`config.mk`:
```
export PLATFORM = sky130hd
export DESIGN_NAME = pge_div
export DESIGN_NICKNAME = d
export VERILOG_FILES = /design/src/design/pheromone_grid_engine_top_defines.svh /design/src/design/pge_pkg.sv /design/src/design/pge_div.sv
export SDC_FILE = /design/constraint.sdc
export NUM_CORES = 1
export LEC_CHECK = 0
export BUFFER_PORTS_ARGS = -buffer_cell sky130_fd_sc_hd__buf_2
export CORE_MARGIN = 2
export CORE_UTILIZATION = 31
export CTS_BUF_LIST = sky130_fd_sc_hd__clkbuf_8
export DETAILED_ROUTE_END_ITERATION = 10
export PLACE_DENSITY = 0.54
export SLEW_MARGIN = 20
export SYNTH_ARGS = -nofsm -noshare
export SYNTH_HDL_FRONTEND = slang
export SYNTH_SLANG_ARGS = --single-unit
export TNS_END_PERCENT = 10
```
`constraint.sdc`:
```
create_clock -name clk -period 2.57 [get_ports clk]
set_input_delay 0.257 -clock clk [delete_from_list [all_inputs] [get_ports clk]]
set_output_delay 0.257 -clock clk [all_outputs]
set_load 0.1 [all_outputs]
```
`src/design/pheromone_grid_engine_top_defines.svh`:
```
// assertion macros for the pheromone grid engine
`ifndef PHEROMONE_GRID_ENGINE_TOP_DEFINES_SVH
`define PHEROMONE_GRID_ENGINE_TOP_DEFINES_SVH
`ifndef SYNTHESIS
`define PGE_ASSERT(lbl, prop, msg) \
  lbl: assert property (@(posedge clk) disable iff (!rst_n) prop) else $error(msg);
`define PGE_ASSERT_NR(lbl, prop, msg) \
  lbl: assert property (@(posedge clk) prop) else $error(msg);
`else
`define PGE_ASSERT(lbl, prop, msg)
`define PGE_ASSERT_NR(lbl, prop, msg)
`endif
`endif

```
`src/design/pge_pkg.sv`:
```
// shared types, constants and tables of the pheromone grid engine
package pge_pkg;

  localparam int MAX_COLS    = 64;
  localparam int MAX_ROWS    = 64;
  localparam int LEVEL_BITS  = 16;
  localparam int COL_W       = $clog2(MAX_COLS);
  localparam int ROW_W       = $clog2(MAX_ROWS);
  localparam int GRID_W      = 7;
  localparam int LAYER_CELLS = MAX_COLS * MAX_ROWS;
  localparam int STORE_CELLS = 3 * LAYER_CELLS;
  localparam int ADDR_W      = $clog2(STORE_CELLS);
  localparam int DIVIDEND_W  = 15;
  localparam int DIVISOR_W   = 8;
  localparam int STEP_W      = $clog2(DIVIDEND_W);
  localparam int ANGLE_W     = 17;
  localparam int HEAD_W      = 15;

  localparam logic signed [ANGLE_W-1:0] Q12_PI      = 17'sd12868;
  localparam logic signed [ANGLE_W-1:0] Q12_HALF_PI = 17'sd6434;
  localparam logic signed [ANGLE_W-1:0] Q12_TWO_PI  = 17'sd25736;
  localparam logic [15:0]               PENALTY_Q16 = 16'd19661;

  localparam logic [2:0] REG_CELL_SIZE    = 3'd0;
  localparam logic [2:0] REG_GRID_COLS    = 3'd1;
  localparam logic [2:0] REG_GRID_ROWS    = 3'd2;
  localparam logic [2:0] REG_MAX_LEVEL    = 3'd3;
  localparam logic [2:0] REG_TRAIL_DECAY  = 3'd4;
  localparam logic [2:0] REG_DANGER_DECAY = 3'd5;
  localparam logic [2:0] REG_DETECT_LEVEL = 3'd6;

  typedef enum logic [2:0] {
    OP_DEPOSIT   = 3'd0,
    OP_EVAPORATE = 3'd1,
    OP_CLEAR     = 3'd2,
    OP_STRENGTH  = 3'd3,
    OP_DIRECTION = 3'd4
  } op_t;

  typedef enum logic [3:0] {
    ST_INIT, ST_IDLE, ST_DIV, ST_DISPATCH, ST_DEP_RD, ST_DEP_WR, ST_EVAP,
    ST_CLEAR, ST_QRD, ST_QDATA, ST_DIR, ST_RESP
  } state_t;

  function automatic logic signed [1:0] nb_dx(input logic [2:0] k);
    case (k)
      3'd0, 3'd3, 3'd5: nb_dx = -2'sd1;
      3'd1, 3'd6:       nb_dx = 2'sd0;
      default:          nb_dx = 2'sd1;
    endcase
  endfunction

  function automatic logic signed [1:0] nb_dy(input logic [2:0] k);
    case (k)
      3'd0, 3'd1, 3'd2: nb_dy = -2'sd1;
      3'd3, 3'd4:       nb_dy = 2'sd0;
      default:          nb_dy = 2'sd1;
    endcase
  endfunction

  function automatic logic signed [ANGLE_W-1:0] nb_angle(input logic [2:0] k);
    case (k)
      3'd0:    nb_angle = -17'sd9651;
      3'd1:    nb_angle = -17'sd6434;
      3'd2:    nb_angle = -17'sd3217;
      3'd3:    nb_angle = 17'sd12868;
      3'd4:    nb_angle = 17'sd0;
      3'd5:    nb_angle = 17'sd9651;
      3'd6:    nb_angle = 17'sd6434;
      default: nb_angle = 17'sd3217;
    endcase
  endfunction

endpackage

```
`src/design/pge_div.sv`:
```
// restoring divider, one quotient bit per cycle
module pge_div (
  input  logic                              clk,
  input  logic                              rst_n,
  input  logic                              start,
  input  logic [pge_pkg::DIVIDEND_W-1:0]    dividend,
  input  logic [pge_pkg::DIVISOR_W-1:0]     divisor,
  output logic                              done,
  output logic [pge_pkg::DIVIDEND_W-1:0]    quotient
);

  logic                              busy_r;
  logic                              done_r;
  logic [pge_pkg::STEP_W-1:0]        step_r;
  logic [pge_pkg::DIVIDEND_W-1:0]    quo_r;
  logic [pge_pkg::DIVISOR_W-1:0]     rem_r;
  logic [pge_pkg::DIVISOR_W-1:0]     div_r;
  logic [pge_pkg::DIVISOR_W:0]       trial;
  logic                              fits;

  assign trial = {rem_r, quo_r[pge_pkg::DIVIDEND_W-1]};
  assign fits  = trial >= {1'b0, div_r};

  always_ff @(posedge clk) begin
    if (!rst_n) begin
      busy_r <= 1'b0;
      done_r <= 1'b0;
      step_r <= '0;
    end else begin
      done_r <= 1'b0;
      if (start) begin
        busy_r <= 1'b1;
        step_r <= '0;
      end else if (busy_r) begin
        step_r <= step_r + 1'b1;
        if (step_r == pge_pkg::STEP_W'(pge_pkg::DIVIDEND_W - 1)) begin
          busy_r <= 1'b0;
          done_r <= 1'b1;
        end
      end
    end
  end

  always_ff @(posedge clk) begin
    if (start) begin
      quo_r <= dividend;
      rem_r <= '0;
      div_r <= divisor;
    end else if (busy_r) begin
      quo_r <= {quo_r[pge_pkg::DIVIDEND_W-2:0], fits};
      rem_r <= fits ? pge_pkg::DIVISOR_W'(trial - {1'b0, div_r})
                    : pge_pkg::DIVISOR_W'(trial);
    end
  end

  assign done     = done_r;
  assign quotient = quo_r;

endmodule

```
* After elaboration in Yosys (flattened, before gate mapping)
Cells that the tools add are included.
Storage, ports and cells: register bits 37, bits in latches 0, bits in writable memories 0, memory bits (read-only) 0, input bits 26, memories kept 0
Operators by class: $add $sub $neg 2, multiply operators 0, div/mod/pow operators 0, order comparisons 1, equality and inequality tests 1, shifts and indexed selects 0, mux-type cells 7, bitwise operators 2, reduce and logical (&&, ||, !) cells 3
Operators with widths (number):
- 15-bit 2-to-1 mux | 2
- 9-bit by 8-bit greater-or-equal comparator with 1-bit output | 1
- 8-bit 2-to-1 mux | 1
- 8-bit subtractor | 1
- 4-bit by 1-bit adder with 4-bit output, second input constant | 1
- 4-bit == test, second input constant | 1
- 1-bit 2-to-1 mux | 4
- 3-bit OR reduction | 1
- 1-bit inverter | 2
- 2-bit nonzero test | 1
- 2-bit OR reduction | 1

* Logic depth before layout (Yosys ltp)
word-level depth 4, gate-level depth with buffers 8

* Worst setup path after synthesis
OpenSTA, ideal clock, no wires.
path kind register to register, start point reg quo_r (netlist bit quotient[14]), end point reg rem_r[6] in the netlist's numbering, library setup time 0.146 ns, data arrival time 2.438 ns, path slack -0.014 ns, stages on the path, launching flop included 9, period minus slack after synthesis 2.584 ns, cell sequence edfxtp_1 -> inv_1 -> ha_1 -> fa_1 -> nor2b_1 -> o21ai_0 -> a311oi_1 -> a21o_1 -> a311oi_2
Between the ends: longest elaborated chain between the ends 2, elaborated cells on any way between the ends 3, classes of those cells add/sub (1); order compare (1); mux (1)
RTL lines:
- start, declared | RTL line pge_div.sv:15 | logic [pge_pkg::DIVIDEND_W-1:0] quo_r;
- start signal, assigned | RTL line pge_div.sv:46 | quo_r <= dividend;
- start signal, assigned | RTL line pge_div.sv:50 | quo_r <= {quo_r[pge_pkg::DIVIDEND_W-2:0], fits};
- 8-bit subtractor / 9-bit by 8-bit greater-or-equal comparator with 1-bit output (equally long branches) | RTL line pge_div.sv:51, pge_div.sv:22
- 8-bit 2-to-1 mux (*) | RTL line pge_div.sv:51 | rem_r <= fits ? pge_pkg::DIVISOR_W'(trial - {1'b0, div_r})
- end signal, assigned | RTL line pge_div.sv:51
- end, declared | RTL line pge_div.sv:16 | logic [pge_pkg::DIVISOR_W-1:0] rem_r;
Mark *: on every way between the ends. The rest lies on a longest branch, timed or not. A chain may end at the register's enable or synchronous reset.

* Worst setup path after layout
start point reg quo_r (netlist bit quotient[14]), end point reg quo_r (netlist bit quotient[0]), data pin
Between the ends: longest elaborated chain between the ends 3
RTL lines:
- 9-bit by 8-bit greater-or-equal comparator with 1-bit output | RTL line pge_div.sv:22 | assign fits = trial >= {1'b0, div_r};
- 15-bit 2-to-1 mux | RTL line pge_div.sv:49 | end else if (busy_r) begin
- 15-bit 2-to-1 mux | RTL line pge_div.sv:45 | if (start) begin
Every way passes these cells. The select of a mux whose other input is x is not followed.

==> summary.txt <==
Outcome
  – Status: completed

Global routing
  – Remaining global-route overflow: 0
  – Initial antenna violation count: 0
  – Global-route wire length before repair: 6480 µm
  – Largest net degree at the start of global routing: 21
  – Total GRT Usage: 11.5%
  – Vias in the first global route: 1,399

Timing
  – Max Fclk: 453 MHz
  – Worst Tran Pin Value: 496 ps
  – Final Worst Setup Slack: 361 ps
  – Setup TNS: 0 ps
  – Tcrit/Tclk final: 86.0%
  – Slew HR: 67.2%
  – Final Skew: 3.65 ps
  – Min Tclk post-route: 2210 ps
  – Final Hold Fails: 0
  – RSZ-0062 raised after global routing: no
  – Final setup fails: 0
  – Max-slew violations: 0

Floorplanning
  – Core area: 0.00624 mm²
  – Effective utilization at floorplan: 31.7%
  – Die Span Y: 83.8 µm
  – DIE WIDTH: 83.8 µm
  – FP Rows: 29
  – IO Pins: 42
  – Full die area: 0.00703 mm²

Worst setup path
  – Startpoint types: flip-flop
  – Crit Path Max Fanout: 7
  – CP endpoint kind: flip-flop
  – Crit path kind: reg -> reg
  – Critical Path AT: 2250 ps
  – Required time of the critical path: 2610 ps
  – Worst R2R Path Depth: 7

Synthesis
  – Synth cell types: 53
  – Warnings, synthesis: 0
  – Post-synth ARST share: 0%
  – Syn nets: 212
  – Top cells by area, synth: edfxtp_1, dfxtp_1, mux2_2
  – Yosys reg bits: 37
  – Yosys top cell by area: edfxtp_1
  – Number of flops mapped to enable cells by yosys: 23
  – Top FF cell, synth: edfxtp_1
  – Syn Inst Count: 175
  – Sequential element share of the synthesized area: 49.1%
  – Avg Synthesized Cell Area: 11.3 µm²
  – Synth top area share: 35.0%
  – Synthesized cell area: 0.00198 mm²

Clock tree
  – Clk Tree Root Cell: clkbuf_8
  – Post CTS Setup Buffer Count: 0
  – Post-cts resize count: 0
  – TritonCTS clock tree: yes
  – Hold Buf Count CTS: 0
  – Clock Tree Buf Depth: 2
  – TritonCTS buffer count: 5
  – Worst-Skew Late Latency: 290 ps
  – H-tree levels: 2
  – Clk slew on worst S/H paths: 80 ps
  – Clock sinks: 37

Worst hold path
  – Worst hold path type: in -> reg
  – WHS Path Cells: 1

Route
  – Post-DRT Antenna Nets: 0
  – First drt pass iteration count: 4
  – Topmost layer with routed signal wires: met4
  – Met1 Wirelength: 1750 µm
  – DR DRC count: 0
  – DR WL met3: 143 µm
  – Drt wl/cell: 13.2 µm
  – Via count of the routed design: 1,415
  – WL met2: 1930 µm
  – Avg Vias per Cell: 4.78
  – Iter 0 DRT Violations: 66
  – Final wirelength: 3920 µm

Placed design
  – DPL Wire Length: 2940 µm
  – Post-DP Area: 0.00224 mm²
  – DP Worst Slack: 373 ps
  – Port Buffers: 41
  – Placed insts: 288
  – Placer Congestion: 0.844

Layout
  – ANT cells: 0
  – Ratio of cells with drive above 1 in the final layout: 34.2%
  – Design area: 0.00233 mm²
  – Most frequent cells in the layout: buf_2, edfxtp_1, nor2_1, inv_1
  – Fin nets: 255
  – Utilization after layout: 37.4%
  – Commonest non-fill, non-tap cell in the layout: buf_2
  – Layout area overhead: 18.2%
  – Final Instance Count excl. Fillers: 296

Pwr
  – IR drop worst, VDD: 225 µV
  – Power per cell area: 693 mW/mm²
  – Lkg Pwr: 0.971 nW

Run
  – Max cap viols: 0
## path summary, 6_finish.rpt
path	start	to	slack [ps]
hold reg to reg	step_r[3]	done	500
setup / recovery	quotient[14]	quotient[0]	360
setup reg to reg	quotient[14]	quotient[0]	360
hold / removal	divisor[5]	div_r[5]	140
## worst max-delay path, stage by stage (launching register included)
cell and delay, ps:
edfxtp_1 420, inv_1 100, ha_2 280, and2b_1 180, o21ai_1 80, a311oi_2 440, and2_1 360, mux2i_1 100
## cell families (layout without fill, tap and decap cells)
group / Yosys count / after routing / share of synthesized area [%]
xor gates and xnor gates: 7 / 7 / 3.10
buffers and inverters: 24 / 68 / 5.95
AOI/OAI and AO/OA: 32 / 32 / 13.0
muxes: 15 / 15 / 8.49
adders and majority gates: 11 / 11 / 7.35
and+or+nand+nor: 49 / 49 / 12.9
DFF: 37 / 37 / 49.1
## synth_stat cells (2+ instances only)
library cell   n
edfxtp_1      23
buf_2          2
xor2_1         4
a311oi_1       2
xnor2_1        3
inv_1         15
o21ai_0        2
a311oi_2       2
buf_6          2
nor3_1         3
nand2_1        7
ha_1          10
mux2_2        14
dfxtp_1       14
clkbuf_1       3
and2b_1        2
o31ai_1        3
nand2b_1       2
or3_1          2
nor2_1        16
nand3_1        4
a21oi_1        5
nor2b_1        3
a211oi_1       3
## where the power goes
part / total [W] / internal, W / switching, W / leakage (nW)
sequential: 0.000717 / 0.000690 / 0.0000278 / 0.344
combinational: 0.000487 / 0.000141 / 0.000346 / 0.583
clock: 0.000413 / 0.000192 / 0.000220 / 0.0445
total: 0.00162 / 0.00102 / 0.000594 / 0.971
## layout make-up
class,instances,area (µm²)
Tap cell,77,96.3
Sequential cell,37,971
Multi-Input combinational cell,114,890
Timing Repair Buffer,44,228
Clock buffer,5,68.8
Fill cell,647,3910
Inverter,16,60.1
Clock inverter,3,21.3
## flip-flops by register name, summed over array words and instances (netlist names)
register	flops
busy_r	1
div_r	8
done	1
quotient	15
rem_r	8
step_r	4
## per-stage QoR
stage | power [W] | hold WS (ps)
2_1_floorplan | 0.00113 | 356
3_3_place_gp | 0.00122 | 434
3_5_place_dp | 0.00122 | 435
4_1_cts | 0.00164 | 124
5_1_grt | 0.00170 | 127
6_report | 0.00162 | 136
## per-layer routing
layer  vias to the layer above  global-route usage, %
met2                        27                   19.1
li1                        714                      -
met1                       666                   14.1
met4                         0                   5.72
met3                         8                   2.47
met5                         -                      0
Note: power is estimated with default switching activity, not from simulation.
